File: src/rtl/bls_pkg.sv
// ----------------------------------------------------------------------------
// bls_pkg
// opcodes, octant rule codes and queue status shared by the line stepper
// ----------------------------------------------------------------------------
`timescale 1ns / 1ps

package bls_pkg;

  localparam logic OP_START = 1'b0;
  localparam logic OP_STEP  = 1'b1;

  localparam logic [1:0] MODE_X_UP   = 2'd0;
  localparam logic [1:0] MODE_X_DOWN = 2'd1;
  localparam logic [1:0] MODE_Y_UP   = 2'd2;
  localparam logic [1:0] MODE_Y_DOWN = 2'd3;

  localparam int QDEPTH = 2;

  typedef struct packed {
    logic can_push;
    logic has_data;
  } bls_qstat_t;

endpackage

File: src/rtl/bresenham_line_stepper.sv
// ----------------------------------------------------------------------------
// bresenham_line_stepper
// a step word passes stage a, stage b and the queue, then its pixel is registered
// throughput: one word per cycle while out_stall is low, set by the pixel step loop
// reset: synchronous active-low rst_n empties the pipe and leaves no line active
// ----------------------------------------------------------------------------
`timescale 1ns / 1ps

module bresenham_line_stepper #(
  parameter int COORD_BITS = 12
) (
  input  logic                  clk,
  input  logic                  rst_n,
  input  logic                  in_valid,
  output logic                  in_stall,
  input  logic                  in_opcode,
  input  logic [COORD_BITS-1:0] in_start_x,
  input  logic [COORD_BITS-1:0] in_start_y,
  input  logic [COORD_BITS-1:0] in_end_x,
  input  logic [COORD_BITS-1:0] in_end_y,
  output logic                  out_valid,
  input  logic                  out_stall,
  output logic [COORD_BITS-1:0] out_pixel_x,
  output logic [COORD_BITS-1:0] out_pixel_y,
  output logic                  out_final_pixel
);
  import bls_pkg::*;

  localparam int ENTRY_W = 6 * COORD_BITS + 10;

  bls_qstat_t         q_stat;
  logic               q_push, q_pop;
  logic [ENTRY_W-1:0] q_wdata, q_rdata;

  bls_front #(
    .COORD_BITS (COORD_BITS),
    .ENTRY_W    (ENTRY_W)
  ) u_front (
    .clk        (clk),
    .rst_n      (rst_n),
    .in_valid   (in_valid),
    .in_stall   (in_stall),
    .in_opcode  (in_opcode),
    .in_start_x (in_start_x),
    .in_start_y (in_start_y),
    .in_end_x   (in_end_x),
    .in_end_y   (in_end_y),
    .q_stat     (q_stat),
    .q_push     (q_push),
    .q_wdata    (q_wdata)
  );

  bls_queue #(
    .ENTRY_W (ENTRY_W)
  ) u_queue (
    .clk   (clk),
    .rst_n (rst_n),
    .push  (q_push),
    .wdata (q_wdata),
    .pop   (q_pop),
    .rdata (q_rdata),
    .stat  (q_stat)
  );

  bls_back #(
    .COORD_BITS (COORD_BITS),
    .ENTRY_W    (ENTRY_W)
  ) u_back (
    .clk             (clk),
    .rst_n           (rst_n),
    .q_stat          (q_stat),
    .q_rdata         (q_rdata),
    .q_pop           (q_pop),
    .out_valid       (out_valid),
    .out_stall       (out_stall),
    .out_pixel_x     (out_pixel_x),
    .out_pixel_y     (out_pixel_y),
    .out_final_pixel (out_final_pixel)
  );

endmodule

File: src/rtl/bls_queue.sv
// ----------------------------------------------------------------------------
// bls_queue
// short register queue between the setup front and the stepping back end
// ----------------------------------------------------------------------------
`timescale 1ns / 1ps

module bls_queue #(
  parameter int ENTRY_W = 82
) (
  input  logic               clk,
  input  logic               rst_n,
  input  logic               push,
  input  logic [ENTRY_W-1:0] wdata,
  input  logic               pop,
  output logic [ENTRY_W-1:0] rdata,
  output bls_pkg::bls_qstat_t stat
);
  import bls_pkg::*;

  localparam int PTR_W = (QDEPTH > 1) ? $clog2(QDEPTH) : 1;
  localparam int CNT_W = $clog2(QDEPTH + 1);

  logic [ENTRY_W-1:0] mem_r [QDEPTH];
  logic [PTR_W-1:0]   wr_ptr_r, wr_ptr_nxt;
  logic [PTR_W-1:0]   rd_ptr_r, rd_ptr_nxt;
  logic [CNT_W-1:0]   count_r, count_nxt;

  always_comb begin
    wr_ptr_nxt = push ? wr_ptr_r + PTR_W'(1) : wr_ptr_r;
    rd_ptr_nxt = pop ? rd_ptr_r + PTR_W'(1) : rd_ptr_r;
    count_nxt  = count_r + CNT_W'(push) - CNT_W'(pop);
  end

  always_ff @(posedge clk) begin
    if (!rst_n) begin
      wr_ptr_r <= '0;
      rd_ptr_r <= '0;
      count_r  <= '0;
    end else begin
      wr_ptr_r <= wr_ptr_nxt;
      rd_ptr_r <= rd_ptr_nxt;
      count_r  <= count_nxt;
    end
  end

  always_ff @(posedge clk) begin
    if (push) begin
      mem_r[wr_ptr_r] <= wdata;
    end
  end

  assign rdata         = mem_r[rd_ptr_r];
  assign stat.can_push = (count_r != CNT_W'(QDEPTH));
  assign stat.has_data = (count_r != '0);

endmodule

File: src/rtl/bls_front.sv
// ----------------------------------------------------------------------------
// bls_front
// accepts words, measures the endpoints and sets up the octant rule
// ----------------------------------------------------------------------------
`timescale 1ns / 1ps

module bls_front #(
  parameter int COORD_BITS = 12,
  parameter int ENTRY_W    = 6 * COORD_BITS + 10
) (
  input  logic                  clk,
  input  logic                  rst_n,
  input  logic                  in_valid,
  output logic                  in_stall,
  input  logic                  in_opcode,
  input  logic [COORD_BITS-1:0] in_start_x,
  input  logic [COORD_BITS-1:0] in_start_y,
  input  logic [COORD_BITS-1:0] in_end_x,
  input  logic [COORD_BITS-1:0] in_end_y,
  input  bls_pkg::bls_qstat_t   q_stat,
  output logic                  q_push,
  output logic [ENTRY_W-1:0]    q_wdata
);
  import bls_pkg::*;

  localparam int TW = COORD_BITS + 3;
  localparam int IW = COORD_BITS + 2;

  // stage a: differences
  logic                  a_valid_r;
  logic                  a_op_r;
  logic [COORD_BITS-1:0] a_ax_r, a_ay_r, a_bx_r, a_by_r;
  logic [COORD_BITS-1:0] a_adx_r, a_ady_r;
  logic                  a_xneg_r, a_yneg_r;

  // stage b: octant setup
  logic                  b_valid_r;
  logic                  b_op_r;
  logic [COORD_BITS-1:0] b_sx_r, b_sy_r, b_mend_r;
  logic [1:0]            b_mode_r;
  logic [TW-1:0]         b_term_r;
  logic [IW-1:0]         b_incwo_r, b_incw_r;

  logic                  b_adv, a_adv;
  logic                  x_gt, y_gt;

  logic                  xmaj, swap, mneg, rising;
  logic [COORD_BITS-1:0] maj, mabs;
  logic [TW-1:0]         maj_e, maj2_e, m2_e;
  logic [TW-1:0]         term_nxt, incwo_nxt, incw_nxt;
  logic [COORD_BITS-1:0] sx_nxt, sy_nxt, mend_nxt;
  logic [1:0]            mode_nxt;

  assign b_adv    = !b_valid_r || q_stat.can_push;
  assign a_adv    = !a_valid_r || b_adv;
  assign in_stall = !a_adv;
  assign q_push   = b_valid_r && q_stat.can_push;
  assign q_wdata  = {b_op_r, b_sx_r, b_sy_r, b_mend_r, b_mode_r,
                     b_term_r, b_incwo_r, b_incw_r};

  assign x_gt = in_start_x > in_end_x;
  assign y_gt = in_start_y > in_end_y;

  always_comb begin
    xmaj   = a_adx_r > a_ady_r;
    swap   = xmaj ? a_xneg_r : a_yneg_r;
    maj    = xmaj ? a_adx_r : a_ady_r;
    mabs   = xmaj ? a_ady_r : a_adx_r;
    mneg   = xmaj ? a_yneg_r : a_xneg_r;
    rising = (mabs != '0) && (mneg == swap);
    sx_nxt = swap ? a_bx_r : a_ax_r;
    sy_nxt = swap ? a_by_r : a_ay_r;
    if (xmaj) begin
      mend_nxt = swap ? a_ax_r : a_bx_r;
      mode_nxt = rising ? MODE_X_UP : MODE_X_DOWN;
    end else begin
      mend_nxt = swap ? a_ay_r : a_by_r;
      mode_nxt = rising ? MODE_Y_UP : MODE_Y_DOWN;
    end
    maj_e  = {3'b000, maj};
    maj2_e = {2'b00, maj, 1'b0};
    m2_e   = {2'b00, mabs, 1'b0};
    if (rising) begin
      term_nxt  = m2_e - maj_e;
      incwo_nxt = m2_e;
      incw_nxt  = m2_e - maj2_e;
    end else begin
      term_nxt  = maj_e - m2_e;
      incwo_nxt = '0 - m2_e;
      incw_nxt  = maj2_e - m2_e;
    end
  end

  always_ff @(posedge clk) begin
    if (!rst_n) begin
      a_valid_r <= 1'b0;
      b_valid_r <= 1'b0;
    end else begin
      if (a_adv) begin
        a_valid_r <= in_valid;
      end
      if (b_adv) begin
        b_valid_r <= a_valid_r;
      end
    end
  end

  always_ff @(posedge clk) begin
    if (a_adv) begin
      a_op_r   <= in_opcode;
      a_ax_r   <= in_start_x;
      a_ay_r   <= in_start_y;
      a_bx_r   <= in_end_x;
      a_by_r   <= in_end_y;
      a_xneg_r <= x_gt;
      a_yneg_r <= y_gt;
      a_adx_r  <= x_gt ? in_start_x - in_end_x : in_end_x - in_start_x;
      a_ady_r  <= y_gt ? in_start_y - in_end_y : in_end_y - in_start_y;
    end
    if (b_adv) begin
      b_op_r    <= a_op_r;
      b_sx_r    <= sx_nxt;
      b_sy_r    <= sy_nxt;
      b_mend_r  <= mend_nxt;
      b_mode_r  <= mode_nxt;
      b_term_r  <= term_nxt;
      b_incwo_r <= incwo_nxt[IW-1:0];
      b_incw_r  <= incw_nxt[IW-1:0];
    end
  end

endmodule

File: src/rtl/bls_back.sv
// ----------------------------------------------------------------------------
// bls_back
// holds the line state, loads start words and steps one pixel per step word of an active line
// ----------------------------------------------------------------------------
`timescale 1ns / 1ps

module bls_back #(
  parameter int COORD_BITS = 12,
  parameter int ENTRY_W    = 6 * COORD_BITS + 10
) (
  input  logic                  clk,
  input  logic                  rst_n,
  input  bls_pkg::bls_qstat_t   q_stat,
  input  logic [ENTRY_W-1:0]    q_rdata,
  output logic                  q_pop,
  output logic                  out_valid,
  input  logic                  out_stall,
  output logic [COORD_BITS-1:0] out_pixel_x,
  output logic [COORD_BITS-1:0] out_pixel_y,
  output logic                  out_final_pixel
);
  import bls_pkg::*;

  localparam int TW = COORD_BITS + 3;
  localparam int IW = COORD_BITS + 2;

  logic                  e_op;
  logic [COORD_BITS-1:0] e_sx, e_sy, e_mend;
  logic [1:0]            e_mode;
  logic [TW-1:0]         e_term;
  logic [IW-1:0]         e_incwo, e_incw;

  logic                  active_r, active_nxt;
  logic [COORD_BITS-1:0] cur_x_r, cur_x_nxt, cur_y_r, cur_y_nxt;
  logic [COORD_BITS-1:0] mend_r, mend_nxt;
  logic [1:0]            mode_r, mode_nxt;
  logic [TW-1:0]         term_r, term_nxt;
  logic [IW-1:0]         incwo_r, incwo_nxt, incw_r, incw_nxt;
  logic                  out_valid_r, out_valid_nxt;
  logic [COORD_BITS-1:0] out_x_r, out_y_r;
  logic                  out_final_r;

  logic                  out_free, emit, load;
  logic                  x_major, falling, last, move;
  logic [COORD_BITS-1:0] minor, minor_step;
  logic [IW-1:0]         inc_sel;

  assign {e_op, e_sx, e_sy, e_mend, e_mode, e_term, e_incwo, e_incw} = q_rdata;

  assign out_free = !out_valid_r || !out_stall;
  assign q_pop    = q_stat.has_data && (e_op == OP_START || out_free);
  assign load     = q_pop && e_op == OP_START;
  assign emit     = q_pop && e_op == OP_STEP && active_r;

  always_comb begin
    x_major    = (mode_r == MODE_X_UP) || (mode_r == MODE_X_DOWN);
    falling    = (mode_r == MODE_X_DOWN) || (mode_r == MODE_Y_DOWN);
    last       = (x_major ? cur_x_r : cur_y_r) == mend_r;
    move       = falling ? term_r[TW-1] : !term_r[TW-1];
    inc_sel    = move ? incw_r : incwo_r;
    minor      = x_major ? cur_y_r : cur_x_r;
    minor_step = falling ? minor - COORD_BITS'(1) : minor + COORD_BITS'(1);
    if (move) begin
      minor = minor_step;
    end

    active_nxt    = active_r;
    cur_x_nxt     = cur_x_r;
    cur_y_nxt     = cur_y_r;
    mend_nxt      = mend_r;
    mode_nxt      = mode_r;
    term_nxt      = term_r;
    incwo_nxt     = incwo_r;
    incw_nxt      = incw_r;
    out_valid_nxt = out_valid_r && out_stall;

    if (load) begin
      active_nxt = 1'b1;
      cur_x_nxt  = e_sx;
      cur_y_nxt  = e_sy;
      mend_nxt   = e_mend;
      mode_nxt   = e_mode;
      term_nxt   = e_term;
      incwo_nxt  = e_incwo;
      incw_nxt   = e_incw;
    end else if (emit) begin
      out_valid_nxt = 1'b1;
      term_nxt      = term_r + {inc_sel[IW-1], inc_sel};
      if (x_major) begin
        cur_x_nxt = cur_x_r + COORD_BITS'(1);
        cur_y_nxt = minor;
      end else begin
        cur_y_nxt = cur_y_r + COORD_BITS'(1);
        cur_x_nxt = minor;
      end
      if (last) begin
        active_nxt = 1'b0;
      end
    end
  end

  always_ff @(posedge clk) begin
    if (!rst_n) begin
      active_r    <= 1'b0;
      out_valid_r <= 1'b0;
    end else begin
      active_r    <= active_nxt;
      out_valid_r <= out_valid_nxt;
    end
  end

  always_ff @(posedge clk) begin
    cur_x_r <= cur_x_nxt;
    cur_y_r <= cur_y_nxt;
    mend_r  <= mend_nxt;
    mode_r  <= mode_nxt;
    term_r  <= term_nxt;
    incwo_r <= incwo_nxt;
    incw_r  <= incw_nxt;
    if (emit) begin
      out_x_r     <= cur_x_r;
      out_y_r     <= cur_y_r;
      out_final_r <= last;
    end
  end

  assign out_valid       = out_valid_r;
  assign out_pixel_x     = out_x_r;
  assign out_pixel_y     = out_y_r;
  assign out_final_pixel = out_final_r;

endmodule

File: config.mk
export PLATFORM = sky130hd
export DESIGN_NAME = bresenham_line_stepper
export DESIGN_NICKNAME = d
export VERILOG_FILES = /design/src/rtl/bls_pkg.sv /design/src/rtl/bresenham_line_stepper.sv /design/src/rtl/bls_queue.sv /design/src/rtl/bls_front.sv /design/src/rtl/bls_back.sv
export SDC_FILE = /design/constraint.sdc
export NUM_CORES = 1
export LEC_CHECK = 0
export BUFFER_PORTS_ARGS = -buffer_cell sky130_fd_sc_hd__clkbuf_2
export CAP_MARGIN = 0
export CELL_PAD_IN_SITES_DETAIL_PLACEMENT = 1
export CELL_PAD_IN_SITES_GLOBAL_PLACEMENT = 1
export CORE_MARGIN = 4
export CORE_UTILIZATION = 45
export DETAILED_ROUTE_END_ITERATION = 10
export HOLD_SLACK_MARGIN = 0.03
export PLACE_DENSITY_LB_ADDON = 0.1
export SLEW_MARGIN = 40
export SYNTH_ARGS = -nofsm -noshare
export SYNTH_HDL_FRONTEND = slang
export SYNTH_HIERARCHICAL = 1
export SYNTH_SLANG_ARGS = --single-unit
File: constraint.sdc
create_clock -name clk -period 6.8 [get_ports clk]
set_input_delay 1.36 -clock clk [delete_from_list [all_inputs] [get_ports clk]]
set_output_delay 1.36 -clock clk [all_outputs]
set_load 0.05 [all_outputs]
* Word level (Yosys, flattened, before mapping)
Memories as Yosys holds them, arrays and structs flattened. A register that Yosys moved wholly into a read port is not among the register bits. Index checks and enable logic that the tools add are counted.
Storage, ports and cells: register bits after elaboration 271, RAM bits 164, input port bits 53, output and inout port bits 27, logic and storage cells 128, memories kept 1
Memory list:
- u_queue.mem_r | depth 2, width 82, read ports 1, clocked after Yosys merged registers in 1, write ports 1, RTL line bls_queue.sv:23 | logic [ENTRY_W-1:0] mem_r [QDEPTH];
Operators by class: $add $sub $neg 18, magnitude comparators 3, equality and inequality tests 5, mux-type cells 40, bitwise logic cells 1, reduce and logical (&&, ||, !) cells 25
Operators by type and width (count):
- two-way mux 12 bit | 19
- subtractor 12 bit | 4
- two-way mux 15 bit | 3
- adder 12 x 1 -> 12 bit, second input constant | 3
- > comparator 12 bit | 3
- two-way mux 14 bit | 2
- subtractor 13 x 13 -> 14 bit | 2
- adder 15 bit | 1
- two-way mux 1 bit | 14
- subtractor 1 x 13 -> 14 bit, first input constant | 1
- subtractor 12 x 13 -> 14 bit | 1
- subtractor 13 x 12 -> 14 bit | 1
- two-way mux 13 bit | 1
- == test 12 bit | 1
- nonzero test 12 bit | 1
- subtractor 12 x 1 -> 12 bit, second input constant | 1
- logical AND 1 bit | 7
- zero test 1 bit | 6
- logical OR 1 bit | 6
- nonzero test 2 bit | 3
- adder 1 bit, second input constant | 2
- adder 2 x 1 -> 2 bit | 1
- == test 2 x 1 -> 1 bit, second input constant | 1
- == test 2 bit, second input constant | 1
- 7 further kinds | 7

* Depth between registers and ports, before layout
word-level depth 9, mapped depth 25, mapped depth without buffers 19

* Hierarchy
Netlist, hierarchy kept.
By module, submodules not included:
- bls_front | instances 1, cells an instance 1062, area each 10744.1 um^2, sequential area each 4664.5 um^2
- bls_queue | instances 1, cells an instance 276, area each 6545.0 um^2, sequential area each 5024.8 um^2
- bls_back | instances 1, cells an instance 619, area each 6475.0 um^2, sequential area each 3223.1 um^2

* Least setup slack after synthesis
No wires, ideal clock.
kind register -> register, start reg u_front.a_ady_r[5], end reg u_front.b_term_r[11] (data pin), setup time 270 ps, arrival time 5275 ps, required time 6530 ps, slack 1254 ps, cell stages (with the launch flop) 24, path buffers 7, clock period less this slack 5546 ps, path through edfxtp_1 clkbuf_1 inv_1 ha_1 clkbuf_1 nand2_1 a2111o_1 a31oi_4 clkbuf_1 buf_2 clkbuf_1 clkbuf_1 clkbuf_1 o21ai_0 fa_1 nand2_1 a311oi_1 a311o_1 a21o_1 a21oi_1 nor2b_1 a211oi_1 o32ai_1 xor2_1
Between the ends: cells in the longest elaborated chain, start to end 5, elaborated cells on any way between the ends 11, classes of those cells add/sub: 2; order compare: 1; eq/ne: 1; mux: 5; reduce/logical: 2
RTL lines:
- start: declaration | RTL line bls_front.sv:33 | logic [COORD_BITS-1:0] a_adx_r, a_ady_r;
- start signal: assignment | RTL line bls_front.sv:118 | a_ady_r <= y_gt ? in_start_y - in_end_y : in_end_y - in_start_y;
- branches (longest 4 deep; another with subtractor 12 x 13 -> 14 bit)
- two-way mux 15 bit (*) | RTL line bls_front.sv:83 | if (rising) begin
- net u_front.term_nxt[11] | RTL line bls_front.sv:50 | logic [TW-1:0] term_nxt, incwo_nxt, incw_nxt;
- end signal: assignment | RTL line bls_front.sv:126 | b_term_r <= term_nxt;
- end: declaration | RTL line bls_front.sv:41 | logic [TW-1:0] b_term_r;
Mark *: on every way through the listed nets, which the timed path passes. A chain may end at the register's enable or synchronous reset.

* Worst setup path in the final report
start reg u_front.a_ady_r[3], end reg u_front.b_term_r[11] (data pin)
Same word-level chain as after synthesis.

==> impl_metrics.env <==
export IMPL_status="finished clean"
export IMPL_grt_overflow=0
export IMPL_hpwl_mm=46.3
export IMPL_clkSinkCount=433
export IMPL_crit_fanout=61
export IMPL_min_period_over_period_pct=83.5
export IMPL_yosys_warnings=6
export IMPL_drv_cap=0
export IMPL_cts_root_buf="clkbuf_16"
export IMPL_hold_class="register to register"
export IMPL_dpl_cell_area_sq_um=24700
export IMPL_numCtsBuffers=48
export IMPL_yosysSeqAreaShare_pct=54.3
export IMPL_rows=83
export IMPL_rsz0062_at_grt="false"
export IMPL_clk_path_buf_depth=3
export IMPL_setup_tns_ns=0
export IMPL_timing_final_crit_period_ns=5.68
export IMPL_synthMuxAreaShare_pct=9.82
export IMPL_synth_xor_area_share_pct=4.19
export IMPL_power_leakage_nw=10.2
export IMPL_track_usage_pct=22.1
export IMPL_drv_slew=0
export IMPL_antenna_found_initial=1
export IMPL_cp_slowest_cell="edfxtp_1"
export IMPL_drtPass1Iterations=5
export IMPL_grt_pass1_vias=16300
export IMPL_viasPerCell=5.78
export IMPL_nets=2172
export IMPL_start_util_pct=45.9
export IMPL_grt_max_degree=74
export IMPL_design_area_sq_um=26300
export IMPL_synthFlopType="edfxtp_1"
export IMPL_io_buffers=79
export IMPL_ys_ff_latch=433
export IMPL_synth_fa_ha_area_share_pct=5.83
export IMPL_gp_congestion=0.900
export IMPL_postCtsHoldBufs=0
export IMPL_startpoint_type="register"
export IMPL_ant_nets=0
export IMPL_crit_arrival_ns=6.00
export IMPL_fp_dieW_um=238
export IMPL_synth_top_family_by_area="compound AO/OA/AOI/OAI gates"
export IMPL_finalPower_mw=13.1
export IMPL_utilization_pct=50.8
export IMPL_slew_headroom_pct=45.6
export IMPL_antenna_cells=0
export IMPL_finalSetupViolations=0
export IMPL_syn_inst=1957
export IMPL_clk_pin_slew_ns=0.06
export IMPL_hold_violations=0
export IMPL_drive_above_1_share_pct=16.0
export IMPL_ys_async_sr_fraction_pct=0
export IMPL_rr_worst_depth=16
export IMPL_place_inst=2645
export IMPL_synth_edf_count=424
export IMPL_path_class="register to register"
export IMPL_post_drt_wl_per_cell_um=23.1
export IMPL_cts_tree="done"
export IMPL_synth_area_sq_um=23800
export IMPL_drt_iter0_drc=1138
export IMPL_core_area_sq_um=51800
export IMPL_io_pins=80
export IMPL_fin_cells=2732
export IMPL_clk_latency_ns=0.59
export IMPL_end_kind="register"
export IMPL_skew_ns=0.0113
export IMPL_max_stage_delay_ns=0.61
export IMPL_die_h_um=238
export IMPL_worstMarginPinSlew_ns=0.793
export IMPL_synth_simple_area_share_pct=9.59
export IMPL_cp_cell_sequence="inv_1, ha_1, nand2_2, o21bai_1, a2111o_1, a31oi_4, buf_4, o21ai_0, ha_1, o221ai_1, o311a_1, o21ai_0, a311o_1, nor2_1, o32ai_1, xor2_1"
export IMPL_crit_required_ns=7.12
export IMPL_wl_mm=63.2
export IMPL_cts_max_level=2
export IMPL_die_area_sq_um=56500
export IMPL_hold_path_depth=0
export IMPL_dr_total_vias=15800
export IMPL_pwr_density_cell_nw_per_um2=498
export IMPL_ir_drop_mv=0.197
export IMPL_avgSynthCellArea_sq_um=12.1
export IMPL_syn_to_final_growth_pct=10.8
export IMPL_synth_distinct_cells=87
export IMPL_drc_errors=0
export IMPL_cts_resized=0
export IMPL_synth_compound_area_share_pct=12.1
export IMPL_max_freq_mhz=176
export IMPL_grt_pass1_wl_mm=98.1
export IMPL_postCtsSetupBuffers=0
[layer usage]
| metal | global-route usage, % | routed length [um] | part of all wire, % | vias to the layer above |
|---|---|---|---|---|
| li1 | - | - | - | 7412 |
| met1 | 32.6 | 30100 | 48 | 7963 |
| met2 | 35.8 | 29700 | 47 | 352 |
| met3 | 2.81 | 2570 | 4.1 | 64 |
| met4 | 3.96 | 848 | 1.3 | 0 |
| met5 | 0 | 0 | 0 | - |
[flip-flops by register name, indices dropped and copies added, names as in the netlist, 13 cells and up, named ones only]
| register | count |
|---|---|
| u_front/b_term_r | 14 |
| u_front/b_incwo_r | 13 |
| u_queue/mem_r | 164 |
| u_back/incw_r | 14 |
| u_back/term_r | 15 |
| u_front/b_incw_r | 13 |
| u_back/incwo_r | 14 |
[layout by cell type, fill, tap and decap left out, types with 49 or more instances in the layout]
master,synthesis,routed
nand2_1,173,172
edfxtp_1,424,424
ha_1,98,98
mux2_4,81,81
a21oi_1,108,108
nor2_1,76,76
mux2i_1,64,63
inv_1,106,103
xnor2_1,64,63
o21ai_0,96,96
clkbuf_2,0,79
clkbuf_16,0,49
[cells in the mapped netlist, types with 6 or more instances]
| master | instances | share of area [%] |
|---|---|---|
| a221oi_1 | 8 | 0.29 |
| mux2_4 | 81 | 5.1 |
| nor2_1 | 76 | 1.2 |
| edfxtp_1 | 424 | 54 |
| buf_2 | 14 | 0.29 |
| nor3_1 | 32 | 0.67 |
| o2111ai_1 | 6 | 0.22 |
| xor2_1 | 47 | 1.7 |
| nand2_1 | 173 | 2.7 |
| and3_1 | 14 | 0.37 |
| buf_12 | 8 | 0.67 |
| nor2b_1 | 33 | 0.87 |
| o221ai_1 | 6 | 0.22 |
| a31oi_1 | 20 | 0.53 |
| fa_1 | 6 | 0.51 |
| a211oi_1 | 22 | 0.69 |
| o21bai_1 | 7 | 0.22 |
| a21oi_1 | 108 | 2.3 |
| or3_1 | 13 | 0.34 |
| dfxtp_1 | 9 | 0.76 |
| mux2i_1 | 64 | 2.7 |
| o21a_1 | 9 | 0.28 |
| xnor2_1 | 64 | 2.4 |
| a311oi_1 | 9 | 0.33 |
| nand2b_1 | 20 | 0.53 |
| a22oi_1 | 8 | 0.25 |
| buf_1 | 7 | 0.11 |
| ha_1 | 98 | 5.2 |
| o21ai_0 | 96 | 2.0 |
| o31ai_1 | 7 | 0.22 |
| o22ai_1 | 19 | 0.50 |
| buf_4 | 7 | 0.22 |
| a21boi_0 | 11 | 0.35 |
| mux2_2 | 40 | 1.9 |
| o211ai_1 | 15 | 0.47 |
| nand3_1 | 38 | 0.80 |
| inv_1 | 106 | 1.7 |
| clkbuf_1 | 58 | 0.92 |
| nand4_1 | 21 | 0.55 |
| a21o_1 | 28 | 0.88 |
| and2_1 | 21 | 0.55 |
[cells by family after synthesis]
group                      Yosys count
and+or+nand+nor                    471
AOI/OAI and AO/OA                  436
DFF                                433
buffers and inverters              209
muxes                              187
xor gates and xnor gates           112
adders and majority gates          108
other                                1
[report_power, final]
part	leakage, nW	switching, mW	internal, mW
sequential	4.17	0.541	3.97
combinational	5.25	3.64	2.33
clock	0.770	1.07	1.55
total	10.2	5.26	7.85
[worst max-delay path: cells and delay by family, from the launching register on]
family                     cells  cell delay, ns
adders and majority gates      2            0.99
AOI/OAI and AO/OA              9            2.72
xor gates and xnor gates       1            0.12
DFF                            1            0.61
buffers and inverters          2            0.76
and+or+nand+nor                2            0.21
[stage by stage]
step           hold slack (ns)  setup slack (ns)
2_1_floorplan            0.400              1.25
3_3_place_gp             0.402              1.47
3_5_place_dp             0.412              1.28
4_1_cts                  0.426              1.26
5_1_grt                  0.453             0.769
6_report                 0.425              1.12
[area by class of cell]
cell class              instances  area [sq um]
well taps                     680           851
inverters                     113           424
multi-input cells            1316          9940
flip-flops and latches        433         12900
clock buffers                  59          1260
repair buffers                103           598
fillers                      5366         25500
clock inverters                28           328
[worst paths after layout]
kind | from | endpoint | slack, ns
setup / recovery | u_front/a_ady_r[3] | u_front/b_term_r[11] | 1.12
hold / removal | u_front/a_op_r | u_front/b_op_r | 0.43
setup reg to reg | u_front/a_ady_r[3] | u_front/b_term_r[11] | 1.12
hold reg to reg | u_front/a_op_r | u_front/b_op_r | 0.43
Note: power is estimated with default switching activity, not from simulation.
